### src/rtl/teq_pkg.sv
// Package for the touch event qualifier: types, register map and reset values.
package teq_pkg;

  localparam int COORD_BITS_DEF = 16;
  localparam int FIELD_W        = 16;
  localparam int ADDR_BITS      = 5;
  localparam int DATA_BITS      = 32;
  localparam int REG_IDX_BITS   = 3;
  localparam int READY_BIT      = 7;

  localparam logic [3:0] STEADY_MAX = 4'd15;

  localparam logic [REG_IDX_BITS-1:0] REG_X_LIMIT          = 3'd0;
  localparam logic [REG_IDX_BITS-1:0] REG_Y_LIMIT          = 3'd1;
  localparam logic [REG_IDX_BITS-1:0] REG_MOVE_STEP        = 3'd2;
  localparam logic [REG_IDX_BITS-1:0] REG_JITTER_LIMIT     = 3'd3;
  localparam logic [REG_IDX_BITS-1:0] REG_PRESS_THRESHOLD  = 3'd4;
  localparam logic [REG_IDX_BITS-1:0] REG_RELEASE_AT_PRESS = 3'd5;

  localparam logic [15:0] X_LIMIT_RST          = 16'd480;
  localparam logic [15:0] Y_LIMIT_RST          = 16'd272;
  localparam logic [7:0]  MOVE_STEP_RST        = 8'd3;
  localparam logic [9:0]  JITTER_LIMIT_RST     = 10'd30;
  localparam logic [3:0]  PRESS_THRESHOLD_RST  = 4'd3;
  localparam logic        RELEASE_AT_PRESS_RST = 1'b0;

  typedef enum logic [1:0] {
    EV_NONE = 2'd0,
    EV_DOWN = 2'd1,
    EV_MOVE = 2'd2,
    EV_UP   = 2'd3
  } event_kind_t;

  typedef struct packed {
    logic [15:0] x_limit;
    logic [15:0] y_limit;
    logic [7:0]  move_step;
    logic [9:0]  jitter_limit;
    logic [3:0]  press_threshold;
    logic        release_at_press;
  } cfg_t;

endpackage

### src/rtl/teq_cfg.sv
// APB register file for the touch event qualifier settings.
module teq_cfg (
  input  logic                            clk,
  input  logic                            rst,
  input  logic                            psel,
  input  logic                            penable,
  input  logic                            pwrite,
  input  logic [teq_pkg::ADDR_BITS-1:0]   paddr,
  input  logic [teq_pkg::DATA_BITS-1:0]   pwdata,
  output logic [teq_pkg::DATA_BITS-1:0]   prdata,
  output logic                            pready,
  output teq_pkg::cfg_t                   cfg
);

  logic                               wr_en;
  logic [teq_pkg::REG_IDX_BITS-1:0]   reg_idx;

  assign pready  = 1'b1;
  assign reg_idx = paddr[teq_pkg::ADDR_BITS-1:2];
  assign wr_en   = psel && penable && pwrite && pready;

  always_ff @(posedge clk) begin
    if (rst) begin
      cfg.x_limit          <= teq_pkg::X_LIMIT_RST;
      cfg.y_limit          <= teq_pkg::Y_LIMIT_RST;
      cfg.move_step        <= teq_pkg::MOVE_STEP_RST;
      cfg.jitter_limit     <= teq_pkg::JITTER_LIMIT_RST;
      cfg.press_threshold  <= teq_pkg::PRESS_THRESHOLD_RST;
      cfg.release_at_press <= teq_pkg::RELEASE_AT_PRESS_RST;
    end else if (wr_en) begin
      unique case (reg_idx)
        teq_pkg::REG_X_LIMIT:          cfg.x_limit          <= pwdata[15:0];
        teq_pkg::REG_Y_LIMIT:          cfg.y_limit          <= pwdata[15:0];
        teq_pkg::REG_MOVE_STEP:        cfg.move_step        <= pwdata[7:0];
        teq_pkg::REG_JITTER_LIMIT:     cfg.jitter_limit     <= pwdata[9:0];
        teq_pkg::REG_PRESS_THRESHOLD:  cfg.press_threshold  <= pwdata[3:0];
        teq_pkg::REG_RELEASE_AT_PRESS: cfg.release_at_press <= pwdata[0];
        default: ;
      endcase
    end
  end

  always_comb begin
    unique case (reg_idx)
      teq_pkg::REG_X_LIMIT:          prdata = teq_pkg::DATA_BITS'(cfg.x_limit);
      teq_pkg::REG_Y_LIMIT:          prdata = teq_pkg::DATA_BITS'(cfg.y_limit);
      teq_pkg::REG_MOVE_STEP:        prdata = teq_pkg::DATA_BITS'(cfg.move_step);
      teq_pkg::REG_JITTER_LIMIT:     prdata = teq_pkg::DATA_BITS'(cfg.jitter_limit);
      teq_pkg::REG_PRESS_THRESHOLD:  prdata = teq_pkg::DATA_BITS'(cfg.press_threshold);
      teq_pkg::REG_RELEASE_AT_PRESS: prdata = teq_pkg::DATA_BITS'(cfg.release_at_press);
      default:                       prdata = '0;
    endcase
  end

endmodule

### src/rtl/teq_core.sv
// Per-sample qualifier: press/move/release decision and tracking state.
module teq_core #(
  parameter int COORD_BITS = teq_pkg::COORD_BITS_DEF
) (
  input  logic                          clk,
  input  logic                          rst,
  input  teq_pkg::cfg_t                 cfg,
  input  logic                          advance,
  input  logic                          read_ok,
  input  logic [7:0]                    status_byte,
  input  logic [COORD_BITS-1:0]         x,
  input  logic [COORD_BITS-1:0]         y,
  output teq_pkg::event_kind_t          ev_kind,
  output logic [teq_pkg::FIELD_W-1:0]   ev_x,
  output logic [teq_pkg::FIELD_W-1:0]   ev_y
);

  localparam int DW = (COORD_BITS > 10) ? COORD_BITS : 10;

  logic                  pressed, pressed_next;
  logic [3:0]            steady_count, steady_count_next;
  logic [COORD_BITS-1:0] last_x, last_x_next, last_y, last_y_next;
  logic [COORD_BITS-1:0] press_x, press_x_next, press_y, press_y_next;
  logic [COORD_BITS-1:0] dx, dy;
  logic                  out_of_range, steady, moved;

  assign dx = (x >= last_x) ? x - last_x : last_x - x;
  assign dy = (y >= last_y) ? y - last_y : last_y - y;
  assign out_of_range = (teq_pkg::FIELD_W'(x) > cfg.x_limit) ||
                        (teq_pkg::FIELD_W'(y) > cfg.y_limit);
  assign steady = (DW'(dx) <= DW'(cfg.jitter_limit)) && (DW'(dy) <= DW'(cfg.jitter_limit));
  assign moved  = (dx >= COORD_BITS'(cfg.move_step)) || (dy >= COORD_BITS'(cfg.move_step));

  always_comb begin
    pressed_next      = pressed;
    steady_count_next = steady_count;
    last_x_next       = last_x;
    last_y_next       = last_y;
    press_x_next      = press_x;
    press_y_next      = press_y;
    ev_kind           = teq_pkg::EV_NONE;
    ev_x              = '0;
    ev_y              = '0;
    if (!read_ok) begin
      pressed_next = 1'b0;
    end else if (out_of_range) begin
      pressed_next      = 1'b0;
      steady_count_next = '0;
    end else if (!status_byte[teq_pkg::READY_BIT]) begin
      pressed_next      = 1'b0;
      steady_count_next = '0;
      ev_kind           = teq_pkg::EV_UP;
      if (cfg.release_at_press) begin
        ev_x = teq_pkg::FIELD_W'(press_x);
        ev_y = teq_pkg::FIELD_W'(press_y);
      end else begin
        ev_x = teq_pkg::FIELD_W'(x);
        ev_y = teq_pkg::FIELD_W'(y);
      end
    end else if (!pressed) begin
      if (steady_count > cfg.press_threshold) begin
        pressed_next = 1'b1;
        ev_kind      = teq_pkg::EV_DOWN;
        ev_x         = teq_pkg::FIELD_W'(x);
        ev_y         = teq_pkg::FIELD_W'(y);
      end else if ((steady || steady_count == '0) && steady_count != teq_pkg::STEADY_MAX) begin
        steady_count_next = steady_count + 4'd1;
      end
      last_x_next  = x;
      last_y_next  = y;
      press_x_next = x;
      press_y_next = y;
    end else if (moved) begin
      last_x_next = x;
      last_y_next = y;
      ev_kind     = teq_pkg::EV_MOVE;
      ev_x        = teq_pkg::FIELD_W'(x);
      ev_y        = teq_pkg::FIELD_W'(y);
    end
  end

  always_ff @(posedge clk) begin
    if (rst) begin
      pressed      <= 1'b0;
      steady_count <= '0;
      last_x       <= '0;
      last_y       <= '0;
      press_x      <= '0;
      press_y      <= '0;
    end else if (advance) begin
      pressed      <= pressed_next;
      steady_count <= steady_count_next;
      last_x       <= last_x_next;
      last_y       <= last_y_next;
      press_x      <= press_x_next;
      press_y      <= press_y_next;
    end
  end

endmodule

### src/rtl/touch_event_qualifier.sv
// Top level of the touch event qualifier: sample register, qualifier, event register.
//
//  channel   direction  handshake           payload
//  sample    in         in_valid/in_stall   read_ok, status_byte, sample_x, sample_y
//  event     out        out_valid/out_stall event_kind, event_x, event_y
//  config    in         APB psel/penable    paddr, pwdata, prdata
//
// One sample per cycle unless stalled; each goes through sample, then event register.
// The decision is one pass of compares and subtractions between the two registers.
// Synchronous reset clears control, tracking state and settings; no clearing pass.
// A stalled event holds its register; the sample register then holds and in_stall rises.
module touch_event_qualifier #(
  parameter int COORD_BITS = teq_pkg::COORD_BITS_DEF
) (
  input  logic                            clk,
  input  logic                            rst,
  input  logic                            in_valid,
  output logic                            in_stall,
  input  logic                            read_ok,
  input  logic [7:0]                      status_byte,
  input  logic [teq_pkg::FIELD_W-1:0]     sample_x,
  input  logic [teq_pkg::FIELD_W-1:0]     sample_y,
  output logic                            out_valid,
  input  logic                            out_stall,
  output logic [1:0]                      event_kind,
  output logic [teq_pkg::FIELD_W-1:0]     event_x,
  output logic [teq_pkg::FIELD_W-1:0]     event_y,
  input  logic                            psel,
  input  logic                            penable,
  input  logic                            pwrite,
  input  logic [teq_pkg::ADDR_BITS-1:0]   paddr,
  input  logic [teq_pkg::DATA_BITS-1:0]   pwdata,
  output logic [teq_pkg::DATA_BITS-1:0]   prdata,
  output logic                            pready
);

  teq_pkg::cfg_t          cfg;
  logic                   s1_valid;
  logic                   s1_read_ok;
  logic [7:0]             s1_status;
  logic [COORD_BITS-1:0]  s1_x, s1_y;
  logic                   in_accept, advance;
  teq_pkg::event_kind_t   ev_kind;
  logic [teq_pkg::FIELD_W-1:0] ev_x, ev_y;

  assign advance   = s1_valid && (!out_valid || !out_stall);
  assign in_stall  = s1_valid && !advance;
  assign in_accept = in_valid && !in_stall;

  teq_cfg u_cfg (
    .clk     (clk),
    .rst     (rst),
    .psel    (psel),
    .penable (penable),
    .pwrite  (pwrite),
    .paddr   (paddr),
    .pwdata  (pwdata),
    .prdata  (prdata),
    .pready  (pready),
    .cfg     (cfg)
  );

  always_ff @(posedge clk) begin
    if (rst) begin
      s1_valid <= 1'b0;
    end else if (in_accept) begin
      s1_valid <= 1'b1;
    end else if (advance) begin
      s1_valid <= 1'b0;
    end
  end

  always_ff @(posedge clk) begin
    if (in_accept) begin
      s1_read_ok <= read_ok;
      s1_status  <= status_byte;
      s1_x       <= sample_x[COORD_BITS-1:0];
      s1_y       <= sample_y[COORD_BITS-1:0];
    end
  end

  teq_core #(
    .COORD_BITS (COORD_BITS)
  ) u_core (
    .clk         (clk),
    .rst         (rst),
    .cfg         (cfg),
    .advance     (advance),
    .read_ok     (s1_read_ok),
    .status_byte (s1_status),
    .x           (s1_x),
    .y           (s1_y),
    .ev_kind     (ev_kind),
    .ev_x        (ev_x),
    .ev_y        (ev_y)
  );

  always_ff @(posedge clk) begin
    if (rst) begin
      out_valid <= 1'b0;
    end else if (advance) begin
      out_valid <= 1'b1;
    end else if (!out_stall) begin
      out_valid <= 1'b0;
    end
  end

  always_ff @(posedge clk) begin
    if (advance) begin
      event_kind <= ev_kind;
      event_x    <= ev_x;
      event_y    <= ev_y;
    end
  end

  a_stall_needs_item: assert property (@(posedge clk) disable iff (rst)
    !s1_valid |-> !in_stall)
    else $error("in_stall high with empty sample register");

  a_accept_loads: assert property (@(posedge clk) disable iff (rst)
    in_accept |=> s1_valid)
    else $error("accepted sample not held");

  a_advance_shows: assert property (@(posedge clk) disable iff (rst)
    advance |=> out_valid)
    else $error("qualified sample did not reach the event register");

  a_none_zero: assert property (@(posedge clk) disable iff (rst)
    (out_valid && event_kind == teq_pkg::EV_NONE) |-> (event_x == '0 && event_y == '0))
    else $error("event of kind none carries coordinates");

endmodule
### config.mk
export PLATFORM = sky130hd
export DESIGN_NAME = touch_event_qualifier
export DESIGN_NICKNAME = d
export VERILOG_FILES = /design/src/rtl/teq_pkg.sv /design/src/rtl/teq_cfg.sv /design/src/rtl/teq_core.sv /design/src/rtl/touch_event_qualifier.sv
export SDC_FILE = /design/constraint.sdc
export NUM_CORES = 1
export LEC_CHECK = 0
export BUFFER_PORTS_ARGS = -buffer_cell sky130_fd_sc_hd__buf_4
export CAP_MARGIN = 25
export CORE_MARGIN = 10
export CORE_UTILIZATION = 44
export DETAILED_ROUTE_END_ITERATION = 8
export HOLD_SLACK_MARGIN = 0.05
export PLACE_DENSITY = 0.66
export SETUP_SLACK_MARGIN = 0.2
export SLEW_MARGIN = 30
export SYNTH_ARGS = -nofsm -noshare
export SYNTH_HDL_FRONTEND = slang
export SYNTH_SLANG_ARGS = --single-unit
### constraint.sdc
create_clock -name clk -period 7.4 [get_ports clk]
set_clock_uncertainty 0.1 [all_clocks]
set_input_delay 1.48 -clock clk [delete_from_list [all_inputs] [get_ports clk]]
set_output_delay 1.48 -clock clk [all_outputs]
set_load 0.005 [all_outputs]
# == Word level (Yosys, flattened, before mapping) ==
# Cells that the tools add are included.
# Widths: inputs -> output; s select.
# totals
regBits,201
latch_bits,0
ram_bits,0
romBits,0
input_bits,85
output_inout_bits,69
word_cells,112
mem_count,0
# classes
addsub,5
n_mul,0
div_mod_pow,0
order_cmp,9
eq_ne,11
shift,0
n_mux,35
n_bitwise,3
n_reduce_logical,28
# ops
op,count
$mux 16,16
$pmux 16 s6,1
$sub 16x16->16,4
$ge 16x16->1,2
$ge 16x8->1,2
$gt 16x16->1,2
$le 16x10->1,2
$mux 4,5
$reduce_and 5->1,3
$reduce_and 2->1,6
$mux 1,10
$logic_and 1x1->1,7
$eq 3x2->1 const B,2
$eq 3x3->1 const B,2
$mux 2,3
$add 4x1->4 const B,1
$gt 4x4->1,1
$logic_not 1->1,4
$logic_not 4->1,1
$logic_or 1x1->1,4
$ne 4x4->1 const B,1
$eq 3x1->1 const B,1
$logic_not 3->1,1
$ne 3x1->1 const B,1
other kinds (7),9

# == Logic depth before layout (Yosys ltp) ==
# logic_depth
word_depth,11
depth_mapped,23
ltp_nobuf,22

# == Cells and area by module ==
# A second synthesis with hierarchy kept.
# unflattened
hier_cells,1440
area_unflattened_um2,13564.3
# by_module_without_submodules
mod,instances,cells_per_inst,area_per_inst_um2,seq_area_each_um2
teq_core,1,1064,8355.5,1381.3
teq_cfg,1,291,2870.3,1101.1
touch_event_qualifier,1,85,2338.5,2292.2

# == Least setup slack after synthesis ==
# OpenSTA, ideal clock, no wires.
# synth_path
path_type,input to register
from,in out_stall
to,reg u_core.press_x[2]
setup_time_ns,0.128
arrival_ns,5.937
t_required_ns,7.172
path_slack_ns,1.235
stages,6
n_path_buf,1
path_cell_list,a21boi_0 > nand2_1 > nor3_1 > clkbuf_1 > mux2i_1 > nor2_1
# synth_via
elab_chain_len,4
# synth_rtl
element,line,text
"start, declared",touch_event_qualifier.sv:24,"input logic out_stall,"
$logic_not 1->1,n/a,
$logic_or 1x1->1,touch_event_qualifier.sv:46,assign advance = s1_valid && (!out_valid || !out_stall);
$logic_and 1x1->1,touch_event_qualifier.sv:46,
$reduce_and 5->1 (no source line),n/a,
"end signal, assigned",teq_core.sv:95,press_x <= press_x_next;
"end, declared",teq_core.sv:23,"logic [COORD_BITS-1:0] press_x, press_x_next, press_y, press_y_next;"
# No other way between the ends.
# A chain may end at the register's enable or synchronous reset.

# == Worst setup path after layout ==
# layout_path
from,reg s1_y[0]
to,"reg event_y[9] (netlist bit), data pin"
# layout_via
elab_chain_len,7
elab_cells_between_ends,12
classes_between,add/sub (2); order compare (3); mux (4); reduce/logical (3)
# layout_rtl
element,line,text
"start, declared",touch_event_qualifier.sv:41,"logic [COORD_BITS-1:0] s1_x, s1_y;"
"start signal, assigned",touch_event_qualifier.sv:78,s1_y <= sample_y[COORD_BITS-1:0];
$sub 16x16->16 or $ge 16x16->1 (tied branches),teq_core.sv:28,assign dy = (y >= last_y) ? y - last_y : last_y - y;
$mux 16,teq_core.sv:28,
$ge 16x8->1,teq_core.sv:32,assign moved = (dx >= COORD_BITS'(cfg.move_step)) || (dy >= COORD_BITS'(cfg.move_step));
$logic_or 1x1->1,teq_core.sv:32,
$mux 16,teq_core.sv:73,end else if (moved) begin
$mux 16,teq_core.sv:60,end else if (!pressed) begin
$mux 16,teq_core.sv:49,end else if (!status_byte[teq_pkg::READY_BIT]) begin
"end signal, assigned",touch_event_qualifier.sv:112,event_y <= ev_y;
"end, declared",touch_event_qualifier.sv:27,"output logic [teq_pkg::FIELD_W-1:0] event_y,"
# Parallel ways exist; a longest one is shown, timed or not.

==> run_results.csv <==
group,metric,value,unit
run_status,run_status,"finished clean",
cts,cts_resized,0,
power,p_switching,756,µW
hold_path,hold_end,"u_core.last_y[15]",
routing,drtIter0Drc,961,
critical_path,path_max_fanout,32,
floorplanning,initial_core_util,44.3,%
cts,clkLatencyLatePin,0.47,ns
yosys,synth_seq_cells,194,
power,seq_power_share,45.2,%
routing,drc,0,
critical_path,start_kind,"register",
critical_path,reg2reg_depth,20,
sta,tns,0,ns
sta,finalSetupViolations,0,
global_routing,grt_max_degree,84,
power,power_leakage,5.84,nW
critical_path,cp-end-kind,"register",
layout,antennaDiodeCount,0,
cts,cts_buffers,17,
critical_path,crit_family,"compound AO/OA/AOI/OAI gates",
power,totalPowerFinal,2.57,mW
cts,post_cts_buffers,0,
power,p_sw_share,29.4,%
sta,timing.fmax,0.172,GHz
yosys,synth-warning-count,0,
sta,maxSlewViolCount,0,
critical_path,path_cells,"inv_1 > ha_1 > inv_1 > fa_1 > a21o_1 > a21oi_1 > a311o_1 > and3_1 > mux2i_1 > xor2_1 > ha_1 > a21oi_1 > o21ai_0 > nand3_1 > nand2_1 > a2111oi_2 > nand4b_1 > o41ai_4 > buf_4 > o21ai_1",
global_routing,grt-ovfl-total,0,
critical_path,slowest_delay,0.53,ns
yosys,async_flop_share,0,%
routing,via_count,10829,
power,power.internal,1.82,mW
yosys,syn-cell-area,13100,µm²
critical_path,worst-path-buf-inv,3,
critical_path,required,7.50,ns
cts,cts_tree,"yes",
layout,final_core_util,50.0,%
floorplanning,core,29500,µm²
critical_path,cpMaxStageDelayCell,"and3_1",
hold_path,hp-start,"u_core.last_y[15]",
power,p_comb_share,15.7,%
hold_path,min_path_cells,2,
floorplanning,die_h,192,µm
routing,wl_per_cell,18.9,µm
routing,postRouteAntennaNets,0,
global_routing,grt_first_pass_wirelength,58300,µm
cts,holdBufCountCts,0,
routing,wl,37200,µm
cts,clkSinkCount,194,
yosys,synth_edf_count,68,
run,cap_violations,0,
place,hpwl,27600,µm
sta,layout_min_cycle_time,5.82,ns
floorplanning,rows,63,
cts,root_buffer,"clkbuf_16",
critical_path,cp.arrival,5.92,ns
place,numPortBuffers,111,
sta,final_hold_viol_count,0,
layout,fin_nets,1787,
floorplanning,io_pins,154,
yosys,ys_types,84,
yosys,avgSynthCellArea,8.70,µm²
layout,syn2layout_area_growth,12.9,%
sta,worst_pin_slew,0.924,ns
place,gp_congestion,0.926,
hold_path,hold_path_class,"register to register",
critical_path,r2r_start,"s1_y[0]",
power,p_per_area,174,nW/µm²
cts,clk_pin_slew,0.08,ns
power,p_clk_share,39.1,%
critical_path,reg2reg_to,"event_y[9]",
power,ir_drop,0.172,mV
floorplanning,dieArea,37000,µm²
yosys,synth_ff_type,"dfxtp_1",
global_routing,antenna_found_initial,0,
sta,max_slew_margin,38.4,%
sta,fin_crit_sh,78.6,%
global_routing,grt_usage,20.1,%
global_routing,first_global_vias,10512,
critical_path,rrSetupSlack,1.58,ns
yosys,synthCells,1501,
layout,drive_above_1_share,12.4,%
yosys,yosysSeqAreaShare,34.9,%
routing,firstDrtPassIters,5,
floorplanning,fp.dieW,192,µm
critical_path,path_class,"register to register",
sta,rsz0062_at_grt,"false",
routing,routed_via_density,5.51,
cts,clockBufferDepth,2,
cts,h-tree-depth,4,
-- layout make-up --
type	instances	area (µm²)
clock buffers	17	425
clock inverters	15	205
fillers	2839	14700
inverters	133	500
multi-input cells	1094	7620
flip-flops and latches	194	4560
well taps	390	488
repair buffers	122	936
-- power by group through the flow --
stage / logic [mW] / registers, mW / clock network (mW)
6_report: 0.404 / 1.16 / 1.00
5_1_grt: 0.447 / 1.17 / 1.07
4_1_cts: 0.401 / 1.16 / 1.02
3_5_place_dp: 0.398 / 1.19 / 0
3_3_place_gp: 0.390 / 1.19 / 0
2_1_floorplan: 0.276 / 1.17 / 0
-- how the worst max path moves through the flow --
stage | depth (start not counted) | from | slack, ns | end
detailed placement | 20 | s1_y[0] | 1.63 | event_y[0]
floorplan | 6 | out_stall | 1.24 | u_core.press_x[2]
global placement | 19 | s1_y[0] | 1.49 | u_core.last_x[0]
CTS | 20 | s1_y[0] | 1.60 | event_y[9]
finish | 20 | s1_y[0] | 1.58 | event_y[9]
global route | 20 | s1_y[0] | 1.24 | event_y[9]
-- worst min-delay path, delay by kind of cell, from the launching register on --
family           cells  cell delay [ns]
multiplexers         1             0.05
AND/OR/NAND/NOR      1             0.05
flip-flops           1             0.31
-- flip-flops by register name, indices dropped and copies added (netlist names) --
register             flops
out_valid                1
s1_valid                 1
event_kind               2
u_core.press_x          16
s1_y                    16
u_cfg.cfg               55
s1_x                    16
s1_status                1
u_core.steady_count      4
u_core.pressed           1
event_x                 16
event_y                 16
u_core.last_x           16
u_core.press_y          16
s1_read_ok               1
u_core.last_y           16
-- per-layer routing --
metal | track usage [%] | wire length [µm] | up-vias | share of wire [%]
li1 | - | - | 5317 | -
met1 | 25.6 | 16400 | 5190 | 44
met2 | 33.8 | 18200 | 265 | 49
met3 | 3.43 | 1580 | 57 | 4.3
met4 | 6.80 | 1020 | 0 | 2.7
met5 | 0 | 0 | - | 0
-- per-stage QoR --
| step | cell area, µm² | std cells | hold slack, ns | setup slack (ns) |
|---|---|---|---|---|
| 4_1_cts | 14700 | 1965 | 0.365 | 1.60 |
| 3_5_place_dp | 14100 | 1933 | 0.349 | 1.63 |
| 5_1_grt | 14700 | 1965 | 0.379 | 1.24 |
| 6_report | 14700 | 1965 | 0.364 | 1.58 |
| 2_1_floorplan | 13100 | 1516 | 0.335 | 1.24 |
| 3_3_place_gp | 14100 | 1932 | 0.343 | 1.49 |
-- placed cells by master (no fill, tap or decap), types with 42 or more instances in the layout --
master,netlist,final
nand2_1,243,243
ha_1,136,136
inv_1,131,130
dfxtp_1,126,126
buf_4,19,121
mux2i_1,103,103
nor2_1,95,95
a21oi_1,94,94
edfxtp_1,68,68
o21ai_1,42,42
-- synthesized netlist by cell type (7+ instances only) --
cell type,instances,area share (%)
a211oi_1,8,0.46
nor3_1,11,0.42
a21oi_1,94,3.6
o31ai_1,7,0.40
edfxtp_1,68,16
and3_1,9,0.43
nand4_1,29,1.4
xnor2_1,12,0.80
dfxtp_1,126,19
o21a_1,18,1.0
o211ai_1,17,0.98
buf_6,8,0.69
nand2_1,243,7.0
mux2i_1,103,7.9
inv_1,131,3.8
o21ai_0,38,1.5
buf_4,19,1.1
ha_1,136,13
nor2_1,95,2.7
a21o_1,25,1.4
nand2b_1,8,0.38
o21ai_1,42,1.6
buf_2,14,0.54
clkbuf_1,51,1.5
xor2_1,11,0.74
nand3_1,25,0.96
nor2b_1,17,0.81
a31oi_1,10,0.48
o21bai_1,10,0.57
-- kinds of logic after synthesis --
logic type               count (synthesis)  synth area share, %
other                                    2               0.0575
AO/OA/AOI/OAI                          329                 16.7
AND/OR/NAND/NOR                        472                 16.2
adder cells (fa/ha/maj)                140                 13.6
multiplexers                           113                 9.27
buffers and inverters                  228                 7.69
XOR/XNOR                                23                 1.54
flip-flops                             194                 34.9
(Power assumes the default switching activity.)
